## src/mtqsd_pkg.sv

```systemverilog
package mtqsd_pkg;

  // Ring geometry
  localparam int RING_DEPTH = 64;
  localparam int PTR_W      = $clog2(RING_DEPTH);

  // Field widths
  localparam int BYTE_W = 8;
  localparam int OP_W   = 2;
  localparam int CNT_W  = 8;
  localparam int HW_W   = 6;
  localparam int SENT_W = 16;

  // Common width for comparing the peak fill against the reported ceiling
  localparam int CMP_W  = (PTR_W > HW_W) ? PTR_W : HW_W;
  localparam int HW_MAX = (1 << HW_W) - 1;

  // Byte constants
  localparam logic [BYTE_W-1:0] DATA_MASK   = 8'h7F;
  localparam logic [BYTE_W-1:0] DEDUP_MAX   = 8'hBF;
  localparam logic [BYTE_W-1:0] CHANNEL_MAX = 8'h0F;
  localparam logic [CNT_W-1:0]  COUNT_MAX   = 8'hFF;

  // Configuration port
  localparam int CFG_AW = 3;
  localparam int CFG_DW = 32;
  localparam logic REG_DEDUP = 1'b0;

  typedef enum logic [OP_W-1:0] {
    OP_STATUS = 2'd0,
    OP_DATA   = 2'd1,
    OP_TAKE   = 2'd2,
    OP_NOP    = 2'd3
  } opcode_t;

  typedef struct packed {
    logic exec;
  } ctrl_cmd_t;

endpackage

```

## src/mtqsd_ifs.sv

```systemverilog
interface mtqsd_in_if;
  import mtqsd_pkg::*;

  logic              valid;
  logic              ready;
  logic [OP_W-1:0]   opcode;
  logic [BYTE_W-1:0] status_byte;
  logic [BYTE_W-1:0] channel;
  logic [BYTE_W-1:0] data_byte;

  modport source (output valid, opcode, status_byte, channel, data_byte, input ready);
  modport sink (input valid, opcode, status_byte, channel, data_byte, output ready);
endinterface

interface mtqsd_out_if;
  import mtqsd_pkg::*;

  logic              valid;
  logic              ready;
  logic              tx_valid;
  logic [BYTE_W-1:0] tx_byte;
  logic              queued;
  logic [CNT_W-1:0]  overflow_count;
  logic [HW_W-1:0]   high_water;
  logic [SENT_W-1:0] sent_count;

  modport source (output valid, tx_valid, tx_byte, queued, overflow_count, high_water,
                  sent_count, input ready);
  modport sink (input valid, tx_valid, tx_byte, queued, overflow_count, high_water,
                sent_count, output ready);
endinterface

```

## src/mtqsd_regs.sv

```systemverilog
module mtqsd_regs (
  input  logic                        clk,
  input  logic                        rst_n,
  input  logic                        psel,
  input  logic                        penable,
  input  logic                        pwrite,
  input  logic [mtqsd_pkg::CFG_AW-1:0] paddr,
  input  logic [mtqsd_pkg::CFG_DW-1:0] pwdata,
  output logic [mtqsd_pkg::CFG_DW-1:0] prdata,
  output logic                        dedup_en
);
  import mtqsd_pkg::*;

  logic dedup_r;
  logic dedup_nxt;
  logic wr_en;

  // Decode the access phase of a write
  always_comb begin
    wr_en     = psel && penable && pwrite;
    dedup_nxt = dedup_r;
    if (wr_en && (paddr[2] == REG_DEDUP)) begin
      dedup_nxt = pwdata[0];
    end
  end

  always_ff @(posedge clk) begin
    if (!rst_n) begin
      dedup_r <= 1'b0;
    end else begin
      dedup_r <= dedup_nxt;
    end
  end

  // Read back the register, zero elsewhere
  always_comb begin
    prdata = '0;
    if (paddr[2] == REG_DEDUP) begin
      prdata = {{(CFG_DW-1){1'b0}}, dedup_r};
    end
  end

  assign dedup_en = dedup_r;

endmodule

```

## src/mtqsd_ctrl.sv

```systemverilog
module mtqsd_ctrl (
  input  logic                 clk,
  input  logic                 rst_n,
  input  logic                 in_valid,
  output logic                 in_ready,
  output logic                 out_valid,
  input  logic                 out_ready,
  output mtqsd_pkg::ctrl_cmd_t cmd
);
  import mtqsd_pkg::*;

  typedef enum logic [1:0] {
    ST_EMPTY = 2'b01,
    ST_HOLD  = 2'b10
  } ctrl_state_t;

  ctrl_state_t state_r;
  ctrl_state_t state_nxt;

  // Track whether the result register holds a word
  always_comb begin
    state_nxt = state_r;
    in_ready  = 1'b0;
    out_valid = 1'b0;
    case (state_r)
      ST_EMPTY: begin
        in_ready = 1'b1;
        if (in_valid) begin
          state_nxt = ST_HOLD;
        end
      end
      ST_HOLD: begin
        out_valid = 1'b1;
        in_ready  = out_ready;
        if (out_ready && !in_valid) begin
          state_nxt = ST_EMPTY;
        end
      end
      default: begin
        state_nxt = ST_EMPTY;
      end
    endcase
    cmd.exec = in_valid && in_ready;
  end

  always_ff @(posedge clk) begin
    if (!rst_n) begin
      state_r <= ST_EMPTY;
    end else begin
      state_r <= state_nxt;
    end
  end

endmodule

```

## src/mtqsd_dp.sv

```systemverilog
module mtqsd_dp (
  input  logic                         clk,
  input  logic                         rst_n,
  input  mtqsd_pkg::ctrl_cmd_t         cmd,
  input  logic                         dedup_en,
  input  logic [mtqsd_pkg::OP_W-1:0]   opcode,
  input  logic [mtqsd_pkg::BYTE_W-1:0] status_byte,
  input  logic [mtqsd_pkg::BYTE_W-1:0] channel,
  input  logic [mtqsd_pkg::BYTE_W-1:0] data_byte,
  output logic                         tx_valid,
  output logic [mtqsd_pkg::BYTE_W-1:0] tx_byte,
  output logic                         queued,
  output logic [mtqsd_pkg::CNT_W-1:0]  overflow_count,
  output logic [mtqsd_pkg::HW_W-1:0]   high_water,
  output logic [mtqsd_pkg::SENT_W-1:0] sent_count
);
  import mtqsd_pkg::*;

  function automatic logic [PTR_W-1:0] next_pos(input logic [PTR_W-1:0] p);
    next_pos = (p == PTR_W'(RING_DEPTH - 1)) ? '0 : p + 1'b1;
  endfunction

  logic [BYTE_W-1:0] ring_mem [RING_DEPTH];
  logic [BYTE_W-1:0] rd_data_r;

  logic [PTR_W-1:0]  wr_pos_r, wr_pos_nxt;
  logic [PTR_W-1:0]  rd_pos_r, rd_pos_nxt;
  logic [BYTE_W-1:0] last_status_r, last_status_nxt;
  logic [CNT_W-1:0]  drop_r, drop_nxt;
  logic [PTR_W-1:0]  peak_r, peak_nxt;
  logic [SENT_W-1:0] sent_r, sent_nxt;
  logic              res_tx_r, res_tx_nxt;
  logic              res_queued_r, res_queued_nxt;

  logic [BYTE_W-1:0] stat_or;
  logic [BYTE_W-1:0] push_byte;
  logic              status_ok;
  logic              dup;
  logic              push_req;
  logic              full;
  logic              push_ok;
  logic              take_hit;
  logic [PTR_W:0]    fill_wide;
  logic [PTR_W-1:0]  fill_new;
  logic [CMP_W-1:0]  peak_cmp;

  // Work out the effect of the accepted word
  always_comb begin
    stat_or   = (channel <= CHANNEL_MAX) ? (status_byte | channel) : status_byte;
    status_ok = status_byte[BYTE_W-1];
    dup       = dedup_en && (stat_or <= DEDUP_MAX) && (stat_or == last_status_r);
    push_req  = ((opcode == OP_STATUS) && status_ok && !dup) || (opcode == OP_DATA);
    push_byte = (opcode == OP_STATUS) ? stat_or : (data_byte & DATA_MASK);
    full      = (next_pos(wr_pos_r) == rd_pos_r);
    push_ok   = push_req && !full;
    take_hit  = (opcode == OP_TAKE) && (rd_pos_r != wr_pos_r);

    // Fill level before this word
    if (wr_pos_r >= rd_pos_r) begin
      fill_wide = {1'b0, wr_pos_r} - {1'b0, rd_pos_r};
    end else begin
      fill_wide = {1'b0, wr_pos_r} + (PTR_W+1)'(RING_DEPTH) - {1'b0, rd_pos_r};
    end
    fill_new = push_ok ? (fill_wide[PTR_W-1:0] + 1'b1) : fill_wide[PTR_W-1:0];

    wr_pos_nxt      = wr_pos_r;
    rd_pos_nxt      = rd_pos_r;
    last_status_nxt = last_status_r;
    drop_nxt        = drop_r;
    peak_nxt        = peak_r;
    sent_nxt        = sent_r;
    res_tx_nxt      = res_tx_r;
    res_queued_nxt  = res_queued_r;

    if (cmd.exec) begin
      res_tx_nxt     = take_hit;
      res_queued_nxt = push_ok;
      // Remember the last channel status, clear it on system status
      if ((opcode == OP_STATUS) && status_ok && dedup_en) begin
        if (stat_or <= DEDUP_MAX) begin
          if (!dup) begin
            last_status_nxt = stat_or;
          end
        end else begin
          last_status_nxt = '0;
        end
      end
      if (push_req) begin
        if (full) begin
          if (drop_r != COUNT_MAX) begin
            drop_nxt = drop_r + 1'b1;
          end
        end else begin
          wr_pos_nxt = next_pos(wr_pos_r);
        end
        if (fill_new > peak_r) begin
          peak_nxt = fill_new;
        end
      end
      if (take_hit) begin
        rd_pos_nxt = next_pos(rd_pos_r);
        sent_nxt   = sent_r + 1'b1;
      end
    end
  end

  always_ff @(posedge clk) begin
    if (!rst_n) begin
      wr_pos_r      <= '0;
      rd_pos_r      <= '0;
      last_status_r <= '0;
      drop_r        <= '0;
      peak_r        <= '0;
      sent_r        <= '0;
      res_tx_r      <= 1'b0;
      res_queued_r  <= 1'b0;
    end else begin
      wr_pos_r      <= wr_pos_nxt;
      rd_pos_r      <= rd_pos_nxt;
      last_status_r <= last_status_nxt;
      drop_r        <= drop_nxt;
      peak_r        <= peak_nxt;
      sent_r        <= sent_nxt;
      res_tx_r      <= res_tx_nxt;
      res_queued_r  <= res_queued_nxt;
    end
  end

  // Ring storage: write on push, registered read on take
  always_ff @(posedge clk) begin
    if (cmd.exec && push_ok) begin
      ring_mem[wr_pos_r] <= push_byte;
    end
    if (cmd.exec && take_hit) begin
      rd_data_r <= ring_mem[rd_pos_r];
    end
  end

  // Present the result; counters hold while the result waits
  always_comb begin
    peak_cmp = CMP_W'(peak_r);
    if (peak_cmp > CMP_W'(HW_MAX)) begin
      high_water = HW_W'(HW_MAX);
    end else begin
      high_water = HW_W'(peak_cmp);
    end
    tx_valid       = res_tx_r;
    tx_byte        = res_tx_r ? rd_data_r : '0;
    queued         = res_queued_r;
    overflow_count = drop_r;
    sent_count     = sent_r;
  end

endmodule

```

## src/midi_tx_queue_status_dedup.sv

```systemverilog
// MIDI transmit queue with running-status deduplication.
// in_ch carries one word per operation: queue a status byte, queue a data
// byte (bit 7 cleared) or take the next byte for the UART. out_ch returns one
// word for every input word: the taken byte with tx_valid, the queued flag,
// the saturating overflow count, the fill high-water mark and the sent count.
// The ring holds RING_DEPTH-1 bytes; a byte pushed into a full ring is lost
// and counted. The cfg_ port holds dedup_enable at byte address 0; write it
// only while no word is in flight.
// The result word is registered and is valid in the cycle after the input word
// is accepted. One word per cycle while out_ch takes each result, set by the
// single result register and the registered read of the ring memory.
// When out_ch stalls, the result holds and in_ch.ready drops until the result
// is taken; a new word is accepted in the same cycle the old one leaves.
// Synchronous reset empties the ring, clears all counters and the stored
// status, and clears dedup_enable; ring contents are not cleared.
module midi_tx_queue_status_dedup (
  input  logic                         clk,
  input  logic                         rst_n,
  mtqsd_in_if.sink                     in_ch,
  mtqsd_out_if.source                  out_ch,
  input  logic                         cfg_psel,
  input  logic                         cfg_penable,
  input  logic                         cfg_pwrite,
  input  logic [mtqsd_pkg::CFG_AW-1:0] cfg_paddr,
  input  logic [mtqsd_pkg::CFG_DW-1:0] cfg_pwdata,
  output logic [mtqsd_pkg::CFG_DW-1:0] cfg_prdata,
  output logic                         cfg_pready
);
  import mtqsd_pkg::*;

  ctrl_cmd_t cmd;
  logic      dedup_en;

  assign cfg_pready = 1'b1;

  mtqsd_regs u_regs (
    .clk      (clk),
    .rst_n    (rst_n),
    .psel     (cfg_psel),
    .penable  (cfg_penable),
    .pwrite   (cfg_pwrite),
    .paddr    (cfg_paddr),
    .pwdata   (cfg_pwdata),
    .prdata   (cfg_prdata),
    .dedup_en (dedup_en)
  );

  mtqsd_ctrl u_ctrl (
    .clk       (clk),
    .rst_n     (rst_n),
    .in_valid  (in_ch.valid),
    .in_ready  (in_ch.ready),
    .out_valid (out_ch.valid),
    .out_ready (out_ch.ready),
    .cmd       (cmd)
  );

  mtqsd_dp u_dp (
    .clk            (clk),
    .rst_n          (rst_n),
    .cmd            (cmd),
    .dedup_en       (dedup_en),
    .opcode         (in_ch.opcode),
    .status_byte    (in_ch.status_byte),
    .channel        (in_ch.channel),
    .data_byte      (in_ch.data_byte),
    .tx_valid       (out_ch.tx_valid),
    .tx_byte        (out_ch.tx_byte),
    .queued         (out_ch.queued),
    .overflow_count (out_ch.overflow_count),
    .high_water     (out_ch.high_water),
    .sent_count     (out_ch.sent_count)
  );

endmodule

```

## src/flat_wrapper.sv

```systemverilog
// flat-port wrapper written by rule: the top's interface ports become plain ports
module midi_tx_queue_status_dedup_flat import mtqsd_pkg::*;
  (clk, rst_n, cfg_psel, cfg_penable, cfg_pwrite, cfg_paddr, cfg_pwdata, cfg_prdata, cfg_pready, in_ch_valid, in_ch_opcode, in_ch_status_byte, in_ch_channel, in_ch_data_byte, in_ch_ready, out_ch_valid, out_ch_tx_valid, out_ch_tx_byte, out_ch_queued, out_ch_overflow_count, out_ch_high_water, out_ch_sent_count, out_ch_ready);
  mtqsd_in_if in_ch_i ();
  mtqsd_out_if out_ch_i ();
  input  logic clk;
  input  logic rst_n;
  input  logic cfg_psel;
  input  logic cfg_penable;
  input  logic cfg_pwrite;
  input  logic [mtqsd_pkg::CFG_AW-1:0] cfg_paddr;
  input  logic [mtqsd_pkg::CFG_DW-1:0] cfg_pwdata;
  output logic [mtqsd_pkg::CFG_DW-1:0] cfg_prdata;
  output logic cfg_pready;
  input wire logic [$bits(in_ch_i.valid)-1:0] in_ch_valid;
  input wire logic [$bits(in_ch_i.opcode)-1:0] in_ch_opcode;
  input wire logic [$bits(in_ch_i.status_byte)-1:0] in_ch_status_byte;
  input wire logic [$bits(in_ch_i.channel)-1:0] in_ch_channel;
  input wire logic [$bits(in_ch_i.data_byte)-1:0] in_ch_data_byte;
  output wire logic [$bits(in_ch_i.ready)-1:0] in_ch_ready;
  output wire logic [$bits(out_ch_i.valid)-1:0] out_ch_valid;
  output wire logic [$bits(out_ch_i.tx_valid)-1:0] out_ch_tx_valid;
  output wire logic [$bits(out_ch_i.tx_byte)-1:0] out_ch_tx_byte;
  output wire logic [$bits(out_ch_i.queued)-1:0] out_ch_queued;
  output wire logic [$bits(out_ch_i.overflow_count)-1:0] out_ch_overflow_count;
  output wire logic [$bits(out_ch_i.high_water)-1:0] out_ch_high_water;
  output wire logic [$bits(out_ch_i.sent_count)-1:0] out_ch_sent_count;
  input wire logic [$bits(out_ch_i.ready)-1:0] out_ch_ready;
  assign in_ch_i.valid = in_ch_valid;
  assign in_ch_i.opcode = in_ch_opcode;
  assign in_ch_i.status_byte = in_ch_status_byte;
  assign in_ch_i.channel = in_ch_channel;
  assign in_ch_i.data_byte = in_ch_data_byte;
  assign in_ch_ready = in_ch_i.ready;
  assign out_ch_valid = out_ch_i.valid;
  assign out_ch_tx_valid = out_ch_i.tx_valid;
  assign out_ch_tx_byte = out_ch_i.tx_byte;
  assign out_ch_queued = out_ch_i.queued;
  assign out_ch_overflow_count = out_ch_i.overflow_count;
  assign out_ch_high_water = out_ch_i.high_water;
  assign out_ch_sent_count = out_ch_i.sent_count;
  assign out_ch_i.ready = out_ch_ready;
  midi_tx_queue_status_dedup u_core (.clk(clk), .rst_n(rst_n), .in_ch(in_ch_i), .out_ch(out_ch_i), .cfg_psel(cfg_psel), .cfg_penable(cfg_penable), .cfg_pwrite(cfg_pwrite), .cfg_paddr(cfg_paddr), .cfg_pwdata(cfg_pwdata), .cfg_prdata(cfg_prdata), .cfg_pready(cfg_pready));
endmodule
```

## config.mk

```make
export PLATFORM = sky130hd
export DESIGN_NAME = midi_tx_queue_status_dedup_flat
export DESIGN_NICKNAME = d
export VERILOG_FILES = /design/src/mtqsd_pkg.sv /design/src/mtqsd_ifs.sv /design/src/mtqsd_regs.sv /design/src/mtqsd_ctrl.sv /design/src/mtqsd_dp.sv /design/src/midi_tx_queue_status_dedup.sv /design/src/flat_wrapper.sv
export SDC_FILE = /design/constraint.sdc
export NUM_CORES = 1
export LEC_CHECK = 0
export ABC_AREA = 1
export BUFFER_PORTS_ARGS = -buffer_cell sky130_fd_sc_hd__buf_2
export CAP_MARGIN = 15
export CORE_UTILIZATION = 40
export CTS_CLUSTER_DIAMETER = 150
export DETAILED_ROUTE_END_ITERATION = 8
export SLEW_MARGIN = 25
export SYNTH_ARGS = -nofsm -noshare
export SYNTH_HDL_FRONTEND = slang
export SYNTH_HIERARCHICAL = 1
export SYNTH_SLANG_ARGS = --single-unit
export TNS_END_PERCENT = 100
```

## constraint.sdc

```tcl
create_clock -name clk -period 5.8 [get_ports clk]
set_clock_uncertainty 0.15 [all_clocks]
set_input_delay 0.29 -clock clk [delete_from_list [all_inputs] [get_ports clk]]
set_output_delay 0.29 -clock clk [all_outputs]
set_load 0.05 [all_outputs]
```

==> impl_metrics.tcl, run 1 <==
set metrics [dict create \
    worst_setup_path_end_kind "flip-flop" \
    antenna_found_initial 1 \
    start_util_pct 40.4 \
    fin_setup_tns_ns 0 \
    grt_usage_pct 19.2 \
    clockBufferDepth 3 \
    p_per_area_nw_per_um2 341 \
    slew_headroom_pct 35.9 \
    layout-drive-gt1-share_pct 10.3 \
    fin_crit_ns 4.30 \
    rows 90 \
    layout.nets 2260 \
    core_um2 60200 \
    drc 0 \
    critPathTopFamily "simple AND/OR/NAND/NOR gates" \
    ios 143 \
    status "finished clean" \
    synth_seq_area_share_pct 68.6 \
    synth_edf_count 520 \
    fillCellCount 5486 \
    cts_tree "yes" \
    fmax_mhz 233 \
    area_growth_pct 11.6 \
    cp_max_fo 52 \
    crit_top_cell "nand2_1" \
    critical_path_class "flip-flop to flip-flop" \
    io_buffers 76 \
    vias 16571 \
    leakage_nw 9.27 \
    place_area_um2 25300 \
    hold_viol_final 0 \
    synthFlopType "edfxtp_1" \
    crit_chain "clkinv_2 > buf_4 > fa_1 > xor2_1 > nand2_1 > inv_1 > nand4_1 > nand2_1 > nand3_1 > nand2_1 > inv_1 > ha_1 > nand2_1 > nor2_1 > o21ai_0 > a32oi_1 > nand3_1 > a21oi_1 > nor2_1" \
    hp-class "input port to flip-flop" \
    reg2regPathDepth 19 \
    total_power_mw 9.25 \
    cp.depth 19 \
    synthCells 2134 \
    clock-sinks 575 \
    grt_overflow 0 \
    worstPathRequired_ns 6.14 \
    path_clk_slew_ns 0.06 \
    synth_seq_cells 575 \
    grt_pass1_vias 15669 \
    start_kind "flip-flop" \
    ant_nets 0 \
    drt_wl_total_mm 60.6 \
    die-area_um2 61900 \
    grt_max_degree 104 \
    first_pass_iters 5 \
    setup_viol 0 \
    async_flop_share_pct 0 \
    whs_path_depth 5 \
    multi_input_area_um2 6740 \
    yosysWarnings 6 \
    cp_slowest_cell "dfxtp_4" \
    root_buffer "clkbuf_16" \
    layout.area.seq_um2 16700 \
    critPathArrivalTime_ns 4.64 \
    grt_pass1_wl_mm 92.0 \
    postSynthAreaPerCell_um2 11.4 \
    dp_hpwl_mm 34.8 \
    die_width_um 249 \
    cts_setup_buffers 0 \
    maxSlewViolCount 0 \
    rrSetupSlack_ns 1.50 \
    cts_htree_levels 2 \
    crit_buf_inv 4 \
    ys_types 46 \
    period_share_pct 74.1 \
    holdWs_ns 0.0238 \
    antenna_cells 0 \
    synthesis.area_um2 24400 \
    worstMarginPinSlew_ns 0.962 \
    slowest_delay_ns 0.73 \
    wire_per_inst_um 20.2 \
    clk_latency_ns 0.62 \
    maxCapViolCount 0 \
    design_area_um2 27200 \
    cts_buffers 56 \
    post-route-util_pct 45.1 \
    viasPerCell 5.53 \
    peakVddDrop_mv 0.242 \
    chipHeight_um 249 \
    gp_congestion 0.828 \
    drt_iter0_markers 1397 \
    grt_setup_unrepaired "no" \
]
==> kinds of logic (layout without fill, tap and decap cells) <==
family	count (synthesis)	count (layout)	share of synthesized area, %
compound gates	474	474	11.1
xor+xnor	17	17	0.611
flops	575	575	68.6
mux	3	3	0.139
other cells	2	32	0.0308
fa+ha+maj	20	20	1.06
simple gates	799	799	14.0
buf+inv	244	296	4.39
==> flip-flops by register name, summed over array words and instances, names as in the netlist <==
register,count
u_core/u_dp/ring_mem,512
u_core/u_dp/sent_count,16
u_core/u_dp/last_status_r,8
u_core/u_dp/overflow_count,8
u_core/u_dp/rd_data_r,8
u_core/u_dp/peak_cmp,6
u_core/u_dp/rd_pos_r,6
u_core/u_dp/wr_pos_r,6
u_core/u_ctrl/state_r,2
u_core/u_dp/queued,1
u_core/u_dp/tx_valid,1
u_core/u_regs/dedup_en,1
==> tightest hold or removal path, cell delays in order <==
cell and delay [ns]:
buf_2 0.09, nor2_1 0.04, nand3_1 0.10, nand4_1 0.09
a21oi_1 0.14
==> area by class of cell <==
type / count / share of cell area [%]
Inverter: 86 / 1.22
Tap cell: 782 / 3.60
Timing Repair Buffer: 108 / 2.39
Clock inverter: 36 / 1.05
Multi-Input combinational cell: 1345 / 24.8
Sequential cell: 575 / 61.5
Clock buffer: 66 / 5.41
==> path summary, 6_finish.rpt <==
| kind | startpoint | endpoint |
|---|---|---|
| worst max register to register | u_core/u_dp/rd_pos_r[1]$_SDFFE_PN0P_ | u_core/u_dp/peak_cmp[2]$_SDFFE_PN0P_ |
| worst min register to register | u_core/u_dp/last_status_r[6]$_SDFFE_PN0P_ | u_core/u_dp/last_status_r[6]$_SDFFE_PN0P_ |
| worst max-delay path | u_core/u_dp/rd_pos_r[1]$_SDFFE_PN0P_ | u_core/u_dp/peak_cmp[2]$_SDFFE_PN0P_ |
| worst min-delay path | in_ch_status_byte[2] | u_core/u_dp/last_status_r[2]$_SDFFE_PN0P_ |
==> metal layers <==
| layer | track usage, % | routed length, um | up-vias |
|---|---|---|---|
| met5 | 0 | 0 | - |
| met4 | 6.62 | 1580 | 0 |
| met3 | 2.65 | 3570 | 103 |
| met2 | 31.9 | 29100 | 565 |
| met1 | 25.9 | 26400 | 8203 |
| li1 | - | - | 7700 |
==> metrics by stage <==
step	cells	worst slack [ns]
after floorplan	2164	0.254
after global placement	2885	1.56
after detailed placement	2885	1.49
after CTS	2998	1.47
after global routing	2998	1.07
final	2998	1.50
==> cell usage after synthesis (all sizes together), types with 10 or more instances <==
library cell,number,share of area (%)
nand2,243,3.8
a21oi,49,1.0
dfxtp,55,4.5
nand4,38,1.0
clkbuf,104,1.6
o22ai,82,2.1
buf,54,1.5
edfxtp,520,64
o221ai,46,1.7
xnor2,10,0.36
ha,19,0.98
o211ai,18,0.55
o21ai,273,5.6
inv,83,1.3
nor2,395,6.3
nand3,104,2.3
==> repair_timing <==
item / CTS / global route
hold buffers: 11 / 0
hold endpoints to repair: 7 / 0
gates resized for setup: 0 / 0
==> report_power, final <==
group / switching (mW) / internal (mW) / total (mW)
Combinational: 0.811 / 0.298 / 1.11
Clock: 1.53 / 1.98 / 3.51
Sequential: 0.0545 / 4.58 / 4.64
Total: 2.39 / 6.86 / 9.25
==> layout by cell type, fill, tap and decap left out, types with 18 or more instances in the layout <==
cell type,instances
edfxtp_1,520
nor2_1,380
o21ai_0,264
nand2_1,239
nand3_1,98
o22ai_1,82
buf_2,76
inv_1,76
clkbuf_16,57
dfxtp_1,52
a21oi_1,46
o221ai_1,46
nand4_1,37
conb_1,32
buf_4,21
ha_1,19
o211ai_1,18
Note: power is estimated with default switching activity, not from simulation.
==> run 2, diff against run 1 <==
==> constraint.sdc (replaced) <==
create_clock -name clk -period 4.4 [get_ports clk]
set_clock_uncertainty 0.15 [all_clocks]
set_input_delay 0.22 -clock clk [delete_from_list [all_inputs] [get_ports clk]]
set_output_delay 0.22 -clock clk [all_outputs]
set_load 0.05 [all_outputs]
==> impl_metrics.tcl, run 2 (synthesized netlist as in run 1, its figures left out) <==
set metrics [dict create \
    status "finished clean" \
    dp_hpwl_mm 35.8 \
    start_util_pct 40.4 \
    maxSlewViolCount 0 \
    grt_setup_unrepaired "no" \
    clk_latency_ns 0.63 \
    cts_hold_buf 31 \
    rows 90 \
    die_width_um 249 \
    largest_reg_flops 512 \
    die-area_um2 61900 \
    grt_pass1_vias 16337 \
    layout_commonest_cell "edfxtp_1" \
    layout-drive-gt1-share_pct 12.3 \
    antenna_cells 0 \
    critical_path_class "flip-flop to flip-flop" \
    drt_wl_total_mm 62.9 \
    regMostFlops "u_core/u_dp/ring_mem" \
    layout.nets 2341 \
    worstPathRequired_ns 4.77 \
    fin_crit_ns 3.92 \
    fmax_mhz 255 \
    hold_path_end "u_core/u_dp/last_status_r[7]$_SDFFE_PN0P_" \
    ant_nets 0 \
    viasPerCell 5.53 \
    design_area_um2 28100 \
    cts_htree_levels 2 \
    slew_headroom_pct 22.0 \
    area_growth_pct 15.3 \
    cts_buffers 58 \
    r2r_end "u_core/u_dp/peak_cmp[2]$_SDFFE_PN0P_" \
    critPathArrivalTime_ns 4.30 \
    grt_pass1_wl_mm 96.3 \
    maxCapViolCount 0 \
    core_um2 60200 \
    first_pass_iters 6 \
    clock-sinks 575 \
    hp-class "input port to flip-flop" \
    cts_resized 0 \
    reg2regPathDepth 18 \
    final_cell_mix "520 x edfxtp_1, 380 x nor2_1, 264 x o21ai_0" \
    whs_path_depth 6 \
    p_per_area_nw_per_um2 450 \
    placed_cells 2944 \
    post-route-util_pct 46.6 \
    peakVddDrop_mv 0.345 \
    worstMarginPinSlew_ns 1.17 \
    fin_setup_tns_ns 0 \
    io_buffers 76 \
    worst_setup_path_end_kind "flip-flop" \
    cp_slowest_cell "dfxtp_1" \
    place_area_um2 25800 \
    grt_usage_pct 20.1 \
    slowest_delay_ns 0.52 \
    period_share_pct 89.2 \
    clockBufferDepth 3 \
    cts_tree "yes" \
    drc 0 \
    hold_viol_final 0 \
    regToRegStartpoint "u_core/u_dp/wr_pos_r[0]$_SDFFE_PN0P_" \
    wire_per_inst_um 20.4 \
    drt_iter0_markers 1840 \
    antenna_found_initial 0 \
    chipHeight_um 249 \
    ios 143 \
    vias 17049 \
    leakage_nw 9.75 \
    hold_start "in_ch_opcode[1]" \
    cp_max_fo 12 \
    cts_setup_buffers 0 \
    rrSetupSlack_ns 0.48 \
    grt_max_degree 221 \
    gp_congestion 0.874 \
    holdWs_ns 0.0555 \
    root_buffer "clkbuf_16" \
    grt_overflow 0 \
    start_kind "flip-flop" \
    crit_chain "inv_1 > ha_1 > inv_1 > fa_1 > ha_1 > nand4_1 > xnor2_1 > nand3_1 > nand2_1 > inv_1 > ha_1 > nand2_1 > nor2_1 > o21ai_0 > a32oi_1 > nand3_1 > a21oi_1 > nor2_1" \
    instances_no_fill 3083 \
    setup_viol 0 \
    path_clk_slew_ns 0.06 \
]
[run 2: cell count changes in the layout (fill, tap and decap cells not counted), moves of 2 or more]
cell,before,now
dlygate4sd3_1,11,31
buf_4,21,76
bufinv_16,4,9
clkinv_1,13,20
clkbuf_1,8,12
buf_16,0,2
clkinv_2,16,8
buf_12,0,2
inv_6,4,2
[run 2: worst max path at each step]
stage,cells past startpoint,start,end
floorplan,16,in_ch_opcode[1],u_core/u_dp/peak_cmp[3]$_SDFFE_PN0P_
global placement,19,u_core/u_dp/wr_pos_r[0]$_SDFFE_PN0P_,u_core/u_dp/peak_cmp[5]$_SDFFE_PN0P_
detailed placement,18,u_core/u_dp/wr_pos_r[0]$_SDFFE_PN0P_,u_core/u_dp/peak_cmp[2]$_SDFFE_PN0P_
CTS,18,u_core/u_dp/wr_pos_r[0]$_SDFFE_PN0P_,u_core/u_dp/peak_cmp[2]$_SDFFE_PN0P_
global route,19,u_core/u_dp/wr_pos_r[0]$_SDFFE_PN0P_,u_core/u_dp/peak_cmp[3]$_SDFFE_PN0P_
finish,18,u_core/u_dp/wr_pos_r[0]$_SDFFE_PN0P_,u_core/u_dp/peak_cmp[2]$_SDFFE_PN0P_
[run 2: metrics by stage]
stage          power (mW)  worst slack, ns
5_1_grt              13.1           0.0638
4_1_cts              12.7            0.483
3_5_place_dp         7.68            0.522
2_1_floorplan        7.27            0.370
6_report             12.6            0.475
3_3_place_gp         7.64            0.611
[run 2: report_power, final]
part | leakage, nW | internal, mW | switching, mW
clock network | 0.942 | 2.95 | 2.07
registers | 5.13 | 6.04 | 0.0519
logic | 3.68 | 0.424 | 1.09
[run 2: cell type report]
class / count / area (um2)
clock buffers: 70 / 1500
clock inverters: 38 / 440
fillers: 5354 / 32200
inverters: 86 / 332
multi-input cells: 1345 / 6750
flip-flops and latches: 575 / 16700
well taps: 782 / 978
repair buffers: 187 / 1360
[run 2: worst max-delay path: cells and delay by family (launching register included)]
family                   cells  cell delay (ns)
flip-flops                   1             0.52
AND/OR/NAND/NOR              7             0.92
AO/OA/AOI/OAI                3             0.53
adder cells (fa/ha/maj)      4             1.21
XOR/XNOR                     1             0.13
buffers and inverters        3             0.34
[run 2: metal layers]
metal  vias to the layer above  GRT usage (%)  wire [um]
met1                      8371           27.3      26800
li1                       7886              -          -
met3                       106           2.84       4560
met4                         0           7.01       1720
met5                         -              0          0
met2                       686           33.1      29800
